===== src/design/lpef_pkg.sv =====
// Shared types and constants for the length-prefixed event frame parser.
`default_nettype none
package lpef_pkg;

  localparam int unsigned PREFIX_BYTES      = 4;
  localparam int unsigned BODY_HEADER_BYTES = 3;
  localparam int unsigned PRIO_POS          = 4;
  localparam int unsigned TOPIC_HI_POS      = 5;
  localparam int unsigned TOPIC_LO_POS      = 6;
  localparam int unsigned FIRST_BODY_POS    = 7;
  localparam logic [31:0] COUNT_MAX         = 32'hFFFF_FFFF;
  localparam logic [7:0]  MAX_PRIORITY_RST  = 8'd3;

  localparam int unsigned MID_DEPTH_DEF = 4;
  localparam int unsigned OUT_DEPTH_DEF = 2;

  typedef enum logic [1:0] {
    KIND_HEADER  = 2'd0,
    KIND_TOPIC   = 2'd1,
    KIND_PAYLOAD = 2'd2
  } byte_kind_t;

  typedef enum logic [2:0] {
    ERR_OK          = 3'd0,
    ERR_SHORT       = 3'd1,
    ERR_LEN_MISMATCH = 3'd2,
    ERR_BODY_SHORT  = 3'd3,
    ERR_BAD_PRIO    = 3'd4,
    ERR_TOPIC_OVER  = 3'd5,
    ERR_TOPIC_ZERO  = 3'd6
  } err_code_t;

  // Classified byte handed from the front end to the checker stage.
  typedef struct packed {
    logic [7:0]  data;
    byte_kind_t  kind;
    logic        last;
    logic [7:0]  prio;
    logic [15:0] topic_size;
    logic [31:0] total;
    logic [31:0] declared;
  } frame_rec_t;

  typedef struct packed {
    logic [7:0]  data;
    byte_kind_t  kind;
    logic        done;
    logic [7:0]  prio;
    logic [15:0] topic_size;
    err_code_t   code;
  } result_t;

endpackage
`default_nettype wire


===== src/design/length_prefixed_event_frame_parser.sv =====
// Top level of the length-prefixed event frame parser.
//
// Input channel: push/full with data_byte and last_byte; one frame byte per
// transaction, last_byte high on the final byte of the frame.
// Result channel: empty/pop; one result per input byte, in order, carrying
// the byte, its kind, and on the final byte the priority, topic length and
// error code (zero on other bytes).
// Configuration: cfg_we/cfg_data write max_priority (reset value 3).
// Throughput: one byte per clock, sustained while the receiver keeps popping.
// An accepted byte is written into the middle queue, then moves through the
// checker stage into the output queue when that queue has room, and from
// there onto the result ports.
// Reset clears the frame counter, the captured header fields and both
// queues. When the receiver stops popping, the output queue fills, then the
// middle queue; full rises after MID_DEPTH + OUT_DEPTH bytes are held.
`default_nettype none
module length_prefixed_event_frame_parser #(
  parameter int unsigned MID_DEPTH = lpef_pkg::MID_DEPTH_DEF,
  parameter int unsigned OUT_DEPTH = lpef_pkg::OUT_DEPTH_DEF
) (
  input  wire logic        clk,
  input  wire logic        rst,
  input  wire logic        push,
  output logic             full,
  input  wire logic [7:0]  data_byte,
  input  wire logic        last_byte,
  input  wire logic        pop,
  output logic             empty,
  output logic [7:0]       out_byte,
  output logic [1:0]       byte_kind,
  output logic             frame_done,
  output logic [7:0]       frame_priority,
  output logic [15:0]      topic_length,
  output logic [2:0]       error_code,
  input  wire logic        cfg_we,
  input  wire logic [7:0]  cfg_data
);
  import lpef_pkg::*;

  frame_rec_t in_rec;
  frame_rec_t mid_rec;
  result_t    res;
  result_t    out_res;
  logic       take;
  logic       mid_empty;
  logic       out_full;
  logic       advance;

  assign take    = push && !full;
  assign advance = !mid_empty && !out_full;

  lpef_front u_front (
    .clk       (clk),
    .rst       (rst),
    .take      (take),
    .data_byte (data_byte),
    .last_byte (last_byte),
    .rec       (in_rec)
  );

  lpef_fifo #(
    .WIDTH ($bits(frame_rec_t)),
    .DEPTH (MID_DEPTH)
  ) u_mid_q (
    .clk     (clk),
    .rst     (rst),
    .push    (take),
    .wr_data (in_rec),
    .full    (full),
    .pop     (advance),
    .rd_data (mid_rec),
    .empty   (mid_empty)
  );

  lpef_back u_back (
    .clk      (clk),
    .rst      (rst),
    .cfg_we   (cfg_we),
    .cfg_data (cfg_data),
    .rec      (mid_rec),
    .res      (res)
  );

  lpef_fifo #(
    .WIDTH ($bits(result_t)),
    .DEPTH (OUT_DEPTH)
  ) u_out_q (
    .clk     (clk),
    .rst     (rst),
    .push    (advance),
    .wr_data (res),
    .full    (out_full),
    .pop     (pop),
    .rd_data (out_res),
    .empty   (empty)
  );

  assign out_byte       = out_res.data;
  assign byte_kind      = out_res.kind;
  assign frame_done     = out_res.done;
  assign frame_priority = out_res.prio;
  assign topic_length   = out_res.topic_size;
  assign error_code     = out_res.code;
endmodule
`default_nettype wire


===== src/design/lpef_fifo.sv =====
// Small synchronous register queue used between and after the parser stages.
`default_nettype none
module lpef_fifo #(
  parameter int unsigned WIDTH = 8,
  parameter int unsigned DEPTH = 2
) (
  input  wire logic             clk,
  input  wire logic             rst,
  input  wire logic             push,
  input  wire logic [WIDTH-1:0] wr_data,
  output logic                  full,
  input  wire logic             pop,
  output logic [WIDTH-1:0]      rd_data,
  output logic                  empty
);
  localparam int unsigned PW = (DEPTH > 1) ? $clog2(DEPTH) : 1;
  localparam int unsigned CW = $clog2(DEPTH + 1);
  localparam logic [PW-1:0] LAST_SLOT = PW'(DEPTH - 1);
  localparam logic [CW-1:0] DEPTH_CNT = CW'(DEPTH);

  logic [WIDTH-1:0] mem [DEPTH];
  logic [PW-1:0]    wr_ptr;
  logic [PW-1:0]    rd_ptr;
  logic [CW-1:0]    count;
  logic             do_push;
  logic             do_pop;

  assign full    = (count == DEPTH_CNT);
  assign empty   = (count == '0);
  assign do_push = push && !full;
  assign do_pop  = pop && !empty;
  assign rd_data = mem[rd_ptr];

  always_ff @(posedge clk) begin
    if (do_push) begin
      mem[wr_ptr] <= wr_data;
    end
  end

  always_ff @(posedge clk) begin
    if (rst) begin
      wr_ptr <= '0;
      rd_ptr <= '0;
      count  <= '0;
    end else begin
      if (do_push) begin
        wr_ptr <= (wr_ptr == LAST_SLOT) ? '0 : wr_ptr + PW'(1);
      end
      if (do_pop) begin
        rd_ptr <= (rd_ptr == LAST_SLOT) ? '0 : rd_ptr + PW'(1);
      end
      if (do_push && !do_pop) begin
        count <= count + CW'(1);
      end else if (do_pop && !do_push) begin
        count <= count - CW'(1);
      end
    end
  end
endmodule
`default_nettype wire


===== src/design/lpef_front.sv =====
// Front end: counts frame positions, captures header fields, tags each byte.
`default_nettype none
module lpef_front (
  input  wire logic        clk,
  input  wire logic        rst,
  input  wire logic        take,
  input  wire logic [7:0]  data_byte,
  input  wire logic        last_byte,
  output lpef_pkg::frame_rec_t rec
);
  import lpef_pkg::*;

  logic [31:0] byte_count;
  logic [31:0] declared_length;
  logic [7:0]  held_priority;
  logic [15:0] held_topic_length;

  logic [31:0] byte_count_next;
  logic [31:0] declared_length_next;
  logic [7:0]  held_priority_next;
  logic [15:0] held_topic_length_next;
  logic [31:0] body_pos;
  byte_kind_t  kind;

  assign body_pos = byte_count - 32'(FIRST_BODY_POS);

  always_comb begin
    declared_length_next   = declared_length;
    held_priority_next     = held_priority;
    held_topic_length_next = held_topic_length;
    kind                   = KIND_HEADER;
    if (byte_count < 32'(PREFIX_BYTES)) begin
      declared_length_next = {declared_length[23:0], data_byte};
    end else if (byte_count == 32'(PRIO_POS)) begin
      held_priority_next = data_byte;
    end else if (byte_count == 32'(TOPIC_HI_POS)) begin
      held_topic_length_next = {data_byte, 8'h00};
    end else if (byte_count == 32'(TOPIC_LO_POS)) begin
      held_topic_length_next = {held_topic_length[15:8], data_byte};
    end else begin
      kind = (body_pos < {16'h0000, held_topic_length}) ? KIND_TOPIC : KIND_PAYLOAD;
    end
    byte_count_next = (byte_count == COUNT_MAX) ? byte_count : byte_count + 32'd1;
  end

  always_comb begin
    rec.data       = data_byte;
    rec.kind       = kind;
    rec.last       = last_byte;
    rec.prio       = held_priority_next;
    rec.topic_size = held_topic_length_next;
    rec.total      = byte_count_next;
    rec.declared   = declared_length_next;
  end

  always_ff @(posedge clk) begin
    if (rst) begin
      byte_count        <= '0;
      declared_length   <= '0;
      held_priority     <= '0;
      held_topic_length <= '0;
    end else if (take) begin
      // Clear everything at the end of a frame.
      if (last_byte) begin
        byte_count        <= '0;
        declared_length   <= '0;
        held_priority     <= '0;
        held_topic_length <= '0;
      end else begin
        byte_count        <= byte_count_next;
        declared_length   <= declared_length_next;
        held_priority     <= held_priority_next;
        held_topic_length <= held_topic_length_next;
      end
    end
  end
endmodule
`default_nettype wire


===== src/design/lpef_back.sv =====
// Back end: runs the end-of-frame checks and builds the result record.
`default_nettype none
module lpef_back (
  input  wire logic             clk,
  input  wire logic             rst,
  input  wire logic             cfg_we,
  input  wire logic [7:0]       cfg_data,
  input  wire lpef_pkg::frame_rec_t rec,
  output lpef_pkg::result_t     res
);
  import lpef_pkg::*;

  logic [7:0]  max_priority;
  logic [31:0] body_len;
  logic [32:0] need_len;
  err_code_t   code;

  assign body_len = rec.total - 32'(PREFIX_BYTES);
  assign need_len = 33'(BODY_HEADER_BYTES) + {17'h00000, rec.topic_size};

  always_ff @(posedge clk) begin
    if (rst) begin
      max_priority <= MAX_PRIORITY_RST;
    end else if (cfg_we) begin
      max_priority <= cfg_data;
    end
  end

  // First failing check wins.
  always_comb begin
    if (rec.total < 32'(PREFIX_BYTES)) begin
      code = ERR_SHORT;
    end else if (rec.total == COUNT_MAX || rec.declared != body_len) begin
      code = ERR_LEN_MISMATCH;
    end else if (rec.declared < 32'(BODY_HEADER_BYTES)) begin
      code = ERR_BODY_SHORT;
    end else if (rec.prio > max_priority) begin
      code = ERR_BAD_PRIO;
    end else if ({1'b0, rec.declared} < need_len) begin
      code = ERR_TOPIC_OVER;
    end else if (rec.topic_size == 16'h0000) begin
      code = ERR_TOPIC_ZERO;
    end else begin
      code = ERR_OK;
    end
  end

  always_comb begin
    res.data       = rec.data;
    res.kind       = rec.kind;
    res.done       = rec.last;
    res.prio       = rec.last ? rec.prio : 8'h00;
    res.topic_size = rec.last ? rec.topic_size : 16'h0000;
    res.code       = rec.last ? code : ERR_OK;
  end
endmodule
`default_nettype wire


===== config.mk =====
export PLATFORM = sky130hd
export DESIGN_NAME = length_prefixed_event_frame_parser
export DESIGN_NICKNAME = d
export VERILOG_FILES = /design/src/design/lpef_pkg.sv /design/src/design/length_prefixed_event_frame_parser.sv /design/src/design/lpef_fifo.sv /design/src/design/lpef_front.sv /design/src/design/lpef_back.sv
export SDC_FILE = /design/constraint.sdc
export NUM_CORES = 1
export LEC_CHECK = 0
export BUFFER_PORTS_ARGS = -buffer_cell sky130_fd_sc_hd__buf_2
export CAP_MARGIN = 15
export CORE_AREA = 2 2 226 228
export CTS_BUF_LIST = sky130_fd_sc_hd__clkbuf_2 sky130_fd_sc_hd__clkbuf_4 sky130_fd_sc_hd__clkbuf_8
export DETAILED_ROUTE_END_ITERATION = 12
export DIE_AREA = 0 0 228 230
export GPL_ROUTABILITY_DRIVEN = 0
export PLACE_DENSITY = 0.68
export SYNTH_ARGS = -nofsm -noshare
export SYNTH_HDL_FRONTEND = slang
export SYNTH_SLANG_ARGS = --single-unit

===== constraint.sdc =====
create_clock -name clk -period 6.5 [get_ports clk]
set_input_delay 0.65 -clock clk [delete_from_list [all_inputs] [get_ports clk]]
set_output_delay 0.65 -clock clk [all_outputs]
set_load 0.005 [all_outputs]

## Word level (Yosys, flattened, before mapping)

Memories as Yosys holds them, arrays and structs flattened. A register that Yosys moved wholly into a read port is not among the register bits.
Index checks and enable logic that the tools add are counted.

- Register bits: 107
- Memory bits (writable): 472
- Input port bits: 22
- Output and inout port bits: 40
- Memories: 2

Memories:

| memory | words | bits a word | rd ports | clocked after Yosys merged registers in | write ports | line | source |
|---|---|---|---|---|---|---|---|
| u_mid_q.mem | 4 | 99 | 1 | 1 | 1 | lpef_fifo.sv:21 | `logic [WIDTH-1:0] mem [DEPTH];` |
| u_out_q.mem | 2 | 38 | 1 | 1 | 1 | lpef_fifo.sv:21 |  |

- Add/sub/neg operators: 12
- $lt $le $gt $ge: 6
- Eq/ne operators: 10
- Muxes and demuxes: 42
- Reduce and logical (&&, ||, !) cells: 24

Operators by type and width:

| cell | count |
|---|---|
| 32-bit two-way mux | 4 |
| 32-bit by 3-bit equality test with 1-bit output (second input constant) | 3 |
| 16-bit two-way mux | 5 |
| 32-bit equality test (second input constant) | 2 |
| 32-bit by 3-bit less-than comparator with 1-bit output (second input constant) | 2 |
| 32-bit by 3-bit subtractor with 32-bit output (second input constant) | 2 |
| 8-bit two-way mux | 5 |
| 32-bit by 33-bit less-than comparator with 1-bit output | 1 |
| 32-bit by 1-bit adder with 32-bit output (second input constant) | 1 |
| 32-bit by 16-bit less-than comparator with 1-bit output | 1 |
| 32-bit by 2-bit less-than comparator with 1-bit output (second input constant) | 1 |
| 32-bit inequality test | 1 |
| 3-bit two-way mux | 9 |
| 2-bit two-way mux | 11 |
| 2-bit by 16-bit adder with 17-bit output (first input constant) | 1 |
| 16-bit logical NOT | 1 |
| 1-bit logical AND | 10 |
| 8-bit greater-than comparator | 1 |
| 1-bit logical NOT | 8 |
| 1-bit two-way mux | 8 |
| 2-bit by 1-bit adder with 2-bit output (second input constant) | 3 |
| 2-bit equality test (second input constant) | 3 |
| 2-bit nonzero test | 2 |
| 3-bit by 1-bit adder with 3-bit output (second input constant) | 1 |
| 7 further kinds | 8 |

## Logic depth before layout (Yosys ltp)

Gate-level depths: netlist of the first run.

- Word-level depth: 8
- Depth in mapped cells: 22
- Depth with buffers taken out: 17

## Hierarchy

From an unflattened synthesis of the first run, not the netlist that was laid out.

- Cells, all modules: 1812
- Area total of the unflattened synthesis: 26273.9 um^2

By module, submodules not included:

| module | times used | cells an instance | area each (um^2) |
|---|---|---|---|
| lpef_fifo at u_mid_q | 1 | 567 | 14716.6 |
| lpef_front | 1 | 729 | 5923.2 |
| lpef_fifo at u_out_q | 1 | 143 | 2955.3 |
| lpef_back | 1 | 371 | 2661.3 |
| length_prefixed_event_frame_parser | 1 | 2 | 17.5 |

## Worst setup path after synthesis of the first run

Ideal clock, no wire load.

- Path kind: register to register
- Start point: register with a tool-made name
- End point: memory u_out_q.mem[0][0] in the netlist's numbering, data pin
- Library setup time: 0.135 ns
- Arrival time: 4.515 ns
- Required time: 6.365 ns
- Path slack: 1.850 ns
- Stages on the path, launching flop included: 22
- Buffers on the path: 4
- Clock period less this slack: 4.650 ns
- Cell sequence: dfxtp_1 > buf_6 > buf_12 > buf_2 > buf_2 > mux4_2 > and3_1 > nand4_1 > nor3b_1 > and3_1 > and3_1 > nand3_1 > xor2_1 > ha_1 > nand4_1 > nor2_1 > nand4_1 > o21bai_1 > or4_1 > a21o_1 > a2111oi_2 > o21a_1

RTL lines:

| element | line |
|---|---|
| end, declared | lpef_fifo.sv:21 |

==> results of run 1 <==
-- routing by layer --
layer / GRT usage [%] / part of all wire (%)
met1: 30.4 / 44
met2: 36.3 / 48
met3: 3.45 / 5.9
met4: 8.58 / 2.7
met5: 0 / 0
-- logic make-up (layout without fill, tap and decap cells) --
logic type | after synthesis | in the layout
flip-flops | 582 | 582
XOR/XNOR | 101 | 101
AND/OR/NAND/NOR | 439 | 439
buffers and inverters | 135 | 292
adder cells (fa/ha/maj) | 54 | 54
AO/OA/AOI/OAI | 218 | 218
other | 0 | 1
multiplexers | 200 | 200
-- final cells by class --
cell class / instances / area, um2
diodes: 1 / 2.50
clock buffers: 142 / 1710
clock inverters: 30 / 191
fillers: 3956 / 21300
inverters: 43 / 161
multi-input cells: 1012 / 8840
flip-flops and latches: 582 / 16400
well taps: 672 / 841
repair buffers: 77 / 428
-- per-stage QoR --
stage | hold WS [ns] | cells | worst slack [ns] | instance area, um2 | util, %
2_1_floorplan | 0.449 | 1729 | 1.85 | 25800 | -
3_3_place_gp | 0.456 | 2386 | 1.49 | 26700 | 53.5
3_5_place_dp | 0.474 | 2386 | 1.45 | 26700 | 53.5
6_report | 0.183 | 2559 | 1.49 | 28600 | 57.3
5_1_grt | 0.182 | 2559 | 1.04 | 28600 | 57.3
4_1_cts | 0.125 | 2558 | 1.44 | 28600 | 57.3
-- final timing paths --
kind	from	to	slack, ns
max	flip-flop	u_out_q.mem[1][1]	1.49
min	cfg_data[1]	u_back.max_priority[1]	0.18
max reg2reg	flip-flop	u_out_q.mem[1][1]	1.49
min reg2reg	u_mid_q.rd_ptr[1]	flip-flop	0.47
-- power by group through the flow --
| stage | logic, uW | clock network, uW | registers, uW |
|---|---|---|---|
| 6_report | 3550 | 3140 | 4800 |
| 5_1_grt | 3830 | 3370 | 4860 |
| 4_1_cts | 3560 | 3200 | 4810 |
| 3_5_place_dp | 3550 | 0 | 4890 |
| 3_3_place_gp | 3490 | 0 | 4860 |
| 2_1_floorplan | 2660 | 0 | 4740 |
-- registers in the layout, summed over array words and instances, names as in the netlist, 3 cells and up, named ones only --
signal and cells:
u_back.max_priority 8, u_front.byte_count 32, u_front.declared_length 32, u_front.held_priority 8, u_front.held_topic_length 16, u_mid_q.count 3, u_mid_q.mem 396, u_out_q.mem 76
-- critical path: stages, from the launching register on --
cell,delay (ns)
dfxtp_4,0.89
buf_4,0.51
mux4_1,0.73
or4_1,0.58
a211oi_2,0.55
nand4b_1,0.19
xnor2_1,0.17
nor4_1,0.29
nand4_1,0.24
nor4_1,0.41
a21oi_1,0.15
-- cells in the mapped netlist (8+ instances only) --
library cell / instances / area (um2)
a21oi_1: 31 / 155
xnor2_1: 55 / 482
nor2_1: 148 / 556
a22oi_1: 72 / 541
ha_1: 53 / 663
nor4_1: 21 / 131
inv_1: 43 / 161
edfxtp_1: 472 / 14200
and2_1: 32 / 200
xor2_1: 46 / 403
nand3_1: 32 / 160
nand2_1: 52 / 195
mux2_2: 86 / 968
mux2i_1: 15 / 150
a22o_1: 8 / 70.1
nand4_1: 26 / 163
and3_1: 19 / 119
dfxtp_1: 110 / 2200
mux4_1: 8 / 210
nor3_1: 27 / 135
mux4_2: 91 / 2050
or3_1: 18 / 113
clkbuf_1: 68 / 255
a21o_1: 10 / 75.1
o21a_1: 8 / 60.1
o21ai_0: 31 / 155
==> summary.txt, run 1 <==
Timing
  – Max Slew Vio Count: 0
  – Final TNS setup: 0 ns
  – Maximum clock rate: 200 MHz
  – Slew Limit Headroom: 22.9%
  – Tightest Pin Transition: 1.15 ns
  – Final setup viols: 0
  – Worst clock skew: 0.0335 ns
  – Fin. Hold Viols: 0
  – RSZ-0062 raised after global routing: false
  – Final period util: 77.1%
  – Min Tclk post-route: 5.01 ns

Power and ir drop
  – Pwr/cell area: 402 mW/mm2
  – Comb pwr share: 30.9%
  – LEAKAGE: 0.00982 uW
  – Sw frac: 32.1%
  – Sw power: 3690 uW
  – Reg power frac: 41.8%
  – Cell-internal power: 7800 uW
  – Power, Total: 11500 uW
  – Maximum VDD drop: 0.370 mV
  – Clock power share: 27.3%

Synth
  – Number of synthesized flops with an enable pin: 472
  – Mapped Area: 0.0258 mm2
  – Post-Syn Instances: 1729
  – Compound-cell area share of the yosys netlist: 6.01%
  – Yosys warning count: 0
  – Register bit total from synthesis: 582
  – Largest family of logic cells by synthesized area: multiplexers
  – Xor-xnor portion of the synthesized cell area: 3.43%
  – Post-synthesis mux area share: 13.1%
  – Mapped Avg Cell Area: 14.9 um2
  – Synth Flop Type: edfxtp_1
  – Synth Area in Adders: 2.65%
  – Async SR Flop Fraction: 0%
  – Post-synth cell types: 83
  – Simple-Gate Fraction of Synth Area: 8.93%
  – Syn Nets: 1805
  – Register area share after synthesis: 63.5%

Clock network
  – Post-CTS Resized: 0
  – CTS clock-pin slew for the worst setup and hold paths: 0.06 ns
  – Max clock buf depth: 3
  – TritonCTS clock tree: done
  – Buffers inserted by post-CTS timing repair: 0
  – Clock tree sinks: 582
  – CTS Hold Bufs: 0
  – Clock latency on the worst-skew pair: 0.69 ns
  – Htree depth: 3
  – Root buffer cell: clkbuf_8
  – Total CTS buffers: 93

Placed design
  – # port buffers: 61
  – Final HPWL DP: 37.0 mm

Floorplan
  – Initial core utilization: 51.7%
  – # IOs: 62
  – Die Y: 230 um
  – Die Area: 0.0524 mm2
  – Site Rows: 82
  – Core footprint: 0.0499 mm2
  – Die X: 228 um

Worst setup path
  – Critical path class: flip-flop to flip-flop
  – Worst Setup End Kind: flip-flop
  – Crit-path max FO: 41
  – Crit path DAT: 5.43 ns
  – Reg2Reg Depth: 10
  – Worst Path Required: 6.92 ns
  – Crit start category: flip-flop

Drt
  – # DRC: 0
  – Vias: 15.3k
  – First DRT Iteration DRCs: 1399
  – ANT nets after route: 0
  – Wire per inst: 22.7 um
  – Drt pass-1 iters: 5
  – Wirelength, routed: 58.2 mm
  – Drt via density: 5.98

Cells and area
  – Most frequent cells in the layout: edfxtp_1, nor2_1, dfxtp_1
  – Layout area overhead: 10.7%
  – Most common cell after layout, fill and taps aside: edfxtp_1
  – Layout net count: 1885
  – Share of cells above drive strength 1: 23.5%

Global routing
  – Initial antenna violation count: 2
  – GRT Residual Overflow: 0
  – Vias in the first global route: 15.4k
  – Largest net degree at the start of global routing: 72
  – First-pass GRT wire length: 89.0 mm
  – GRT Total Usage: 22.3%

Job
  – Max cap viols: 0

Run status
  – Status: complete, no violations

Min path
  – Hold Crit Class: input pin to flip-flop
  – Hold path depth: 3
No activity file was read; power rests on OpenSTA's default activity.
==> run 2: changes to the inputs <==
ABC_AREA = 1   (was default)
CORE_AREA = 2 2 232 234   (was 2 2 226 228)
DIE_AREA = 0 0 234 236   (was 0 0 228 230)
PLACE_DENSITY = 0.7   (was 0.68)
clock period = 4.5 ns   (was 6.5 ns; I/O delays follow)
==> run 2 against run 1 <==
Critical path depth up 10. Wire length up 16%. Non-clock buffer count up 21. Clock skew down 0.0024 ns. Largest cell class unchanged. Area after synthesis up 5.0%. Hold slack worse by 0.15 ns. Total power up 55%. Synthesized cell count up 59%. Largest power group unchanged. Via count up 31%. Sequential share of layout area down 2.8 points. Register-to-register slack worse by 1.3 ns. Worst setup slack worse by 1.3 ns.
==> summary.txt, run 2 <==
Timing
  – RSZ-0062 raised after global routing: false
  – Min Tclk post-route: 4.28 ns
  – Final period util: 95.1%
  – Final setup margin: 0.222 ns
  – Worst clock skew: 0.0311 ns
  – Tightest Pin Transition: 1.12 ns
  – Max Slew Vio Count: 0
  – Maximum clock rate: 234 MHz
  – Final setup viols: 0
  – Fin. Hold Viols: 0
  – Hold WS: 0.0358 ns
  – Slew Limit Headroom: 24.8%

Global routing
  – GR Util met3: 4.44%
  – M1 GR Usage: 33.3%
  – First-pass GRT wire length: 105 mm
  – Initial antenna violation count: 3
  – GRT Total Usage: 24.6%
  – Vias in the first global route: 19.1k
  – Grt met2 use: 40.0%
  – Global route hottest layer: met2
  – Largest net degree at the start of global routing: 100
  – GRT Residual Overflow: 0

Floorplan
  – Die Area: 0.0552 mm2
  – # IOs: 62
  – Initial core utilization: 51.0%
  – Core footprint: 0.0531 mm2
  – Die X: 234 um
  – Die Y: 236 um
  – Site Rows: 85

Synth
  – Post-synth cell types: 53
  – Top cell type's share of synthesized area: 52.3%
  – Number of synthesized flops with an enable pin: 472
  – Count leader, synth: nand2_1
  – Post-Syn Instances: 2754
  – Yosys warning count: 0
  – Synth Flop Type: edfxtp_1
  – Mapped Avg Cell Area: 9.83 um2
  – Syn Nets: 2830
  – Mapped Area: 0.0271 mm2
  – Synth area leader: edfxtp_1
  – Register bit total from synthesis: 582
  – Register area share after synthesis: 60.5%
  – Post-synth top cells: nand2_1, edfxtp_1, nor2_1
  – Async SR Flop Fraction: 0%
  – Main area contributors after synthesis: edfxtp_1, nand2_1, dfxtp_1

Cells and area
  – Share of cells above drive strength 1: 11.7%
  – Largest regs: u_mid_q.mem: 396 flops, u_out_q.mem: 76 flops
  – Post-layout util: 56.5%
  – Layout area overhead: 10.8%
  – Most common cell after layout, fill and taps aside: nand2_1
  – Non-Filler Instances: 3592
  – Max FFs per register: 396
  – Top reg by flops: u_mid_q.mem
  – Layout net count: 2897
  – Most frequent cells in the layout: nand2_1, edfxtp_1, nor2_1
  – FILL cells: 4432

Worst setup path
  – CP Cell Sequence: o21ai_0 > o22a_1 > ha_1 > inv_1 > nand2_1 > nor2_2 > nand3_2 > nor2_2 > nand4_1 > or3_1 > or3_1 > ha_1 > a21oi_1 > o21a_1 > nand3_1 > nor3_1 > nand3_1 > o21ai_0 > nand3_1 > a21oi_1
  – Max stage delay on crit path: 0.57 ns
  – CP max stage cell: dfxtp_4
  – Reg2reg setup slack: 0.22 ns
  – CP top delay family: simple AND/OR/NAND/NOR gates
  – Crit-path max FO: 32
  – CP Depth: 20
  – Worst Path Required: 5.01 ns
  – Critical path class: flip-flop to flip-flop
  – Reg2Reg Depth: 20
  – Worst Setup End Kind: flip-flop
  – Crit path buffers/inverters: 1
  – Most frequent CP cell: nand3_1
  – Crit path DAT: 4.79 ns
  – Crit start category: flip-flop
  – RR Endpoint: u_out_q.mem[0][0]

Placed design
  – Post-place setup slack: 0.298 ns
  – Final HPWL DP: 44.4 mm
  – Dpl cells: 3420
  – # port buffers: 61

Min path
  – Hold path depth: 3
  – Hold Crit Class: input pin to flip-flop
  – Hold EP: u_back.max_priority[0]
  – Hold path startpoint: cfg_we

Power and ir drop
  – LEAKAGE: 0.0114 uW
  – Power, Total: 17800 uW
  – Pwr/cell area: 592 mW/mm2
  – Maximum VDD drop: 0.246 mV

Drt
  – Vias: 20.0k
  – ANT nets after route: 0
  – # DRC: 0
  – First DRT Iteration DRCs: 2103
  – Drt pass-1 iters: 8
  – Wirelength, routed: 67.8 mm
  – Wire per inst: 18.9 um
  – Drt via density: 5.58

Job
  – Max cap viols: 0

Clock network
  – Clock latency on the worst-skew pair: 0.69 ns
  – Max clock buf depth: 3
  – Clock tree sinks: 582
  – Htree depth: 3
  – Buffers inserted by post-CTS timing repair: 0
  – Root buffer cell: clkbuf_8
  – TritonCTS clock tree: done
  – CTS clock-pin slew for the worst setup and hold paths: 0.06 ns
  – Total CTS buffers: 89

Run status
  – Status: complete, no violations
## run 2: cell count changes after synthesis, moves of 27 or more
| cell | previous run | this run |
|---|---|---|
| o21ai_0 | 31 | 139 |
| mux4_2 | 91 | 0 |
| a21oi_1 | 31 | 162 |
| and2_1 | 32 | 5 |
| nor2_1 | 148 | 259 |
| mux2_2 | 86 | 46 |
| inv_1 | 43 | 191 |
| a22oi_1 | 72 | 0 |
| xnor2_1 | 55 | 12 |
| nand2_1 | 52 | 775 |
| nand3_1 | 32 | 174 |
## run 2: report_power, final
part	switching (uW)	total, uW	leakage (uW)	internal, uW
Clock	2060	4820	0.00104	2760
Combinational	4090	5940	0.00499	1850
Sequential	262	7000	0.00534	6730
Total	6420	17800	0.0114	11300
## run 2: layout make-up
| type | count | area [um2] | area share [%] |
|---|---|---|---|
| Antenna cell | 1 | 2.50 | 0.00834 |
| Clock buffer | 126 | 1550 | 5.18 |
| Clock inverter | 39 | 435 | 1.45 |
| Inverter | 197 | 747 | 2.49 |
| Multi-Input combinational cell | 1853 | 9350 | 31.2 |
| Sequential cell | 582 | 16400 | 54.6 |
| Tap cell | 696 | 871 | 2.90 |
| Timing Repair Buffer | 98 | 664 | 2.21 |
## run 2: worst reg2reg max path, delay by kind of cell, from the launching register on
kind / cells / cell delay (ns)
flip-flops: 1 / 0.57
AND/OR/NAND/NOR: 11 / 1.85
buffers and inverters: 1 / 0.07
AO/OA/AOI/OAI: 6 / 1.11
adder cells (fa/ha/maj): 2 / 0.51
## run 2: worst max-delay path by stage
stage / start / end / slack, ns
2_1_floorplan: u_mid_q.count[0] / u_mid_q.mem[0][0] / -1.11
3_3_place_gp: flip-flop / u_out_q.mem[1][1] / 0.33
3_5_place_dp: flip-flop / u_out_q.mem[0][2] / 0.30
4_1_cts: flip-flop / u_out_q.mem[0][2] / 0.26
5_1_grt: flip-flop / u_out_q.mem[0][0] / 0.02
6_report: flip-flop / u_out_q.mem[0][0] / 0.22
## run 2: through the flow
| step | area [um2] | setup TNS (ns) |
|---|---|---|
| 6_report | 30000 | 0 |
| 5_1_grt | 30000 | 0 |
| 4_1_cts | 30000 | 0 |
| 3_5_place_dp | 27900 | 0 |
| 3_3_place_gp | 27900 | 0 |
| 2_1_floorplan | 27100 | -438.52 |
## run 2: kinds of logic after synthesis
| logic type | Yosys count | synth area share, % |
|---|---|---|
| and+or+nand+nor | 1318 | 20.2 |
| xor gates and xnor gates | 77 | 2.49 |
| DFF | 582 | 60.5 |
| adders and majority gates | 54 | 2.52 |
| buffers and inverters | 319 | 5.21 |
| muxes | 46 | 1.91 |
| AOI/OAI and AO/OA | 358 | 7.23 |
## run 2: repair_timing
action	4_1_cts	5_1_grt
endpoints found under the setup margin	0	6
hold buffers	5	0
resized for setup	0	1
hold endpoints to repair	6	0
## run 2: layer usage
layer	share of wire, %	routed length (um)
met5	0.019	13
met1	42	28400
met4	2.7	1860
met3	8.1	5510
met2	47	32000
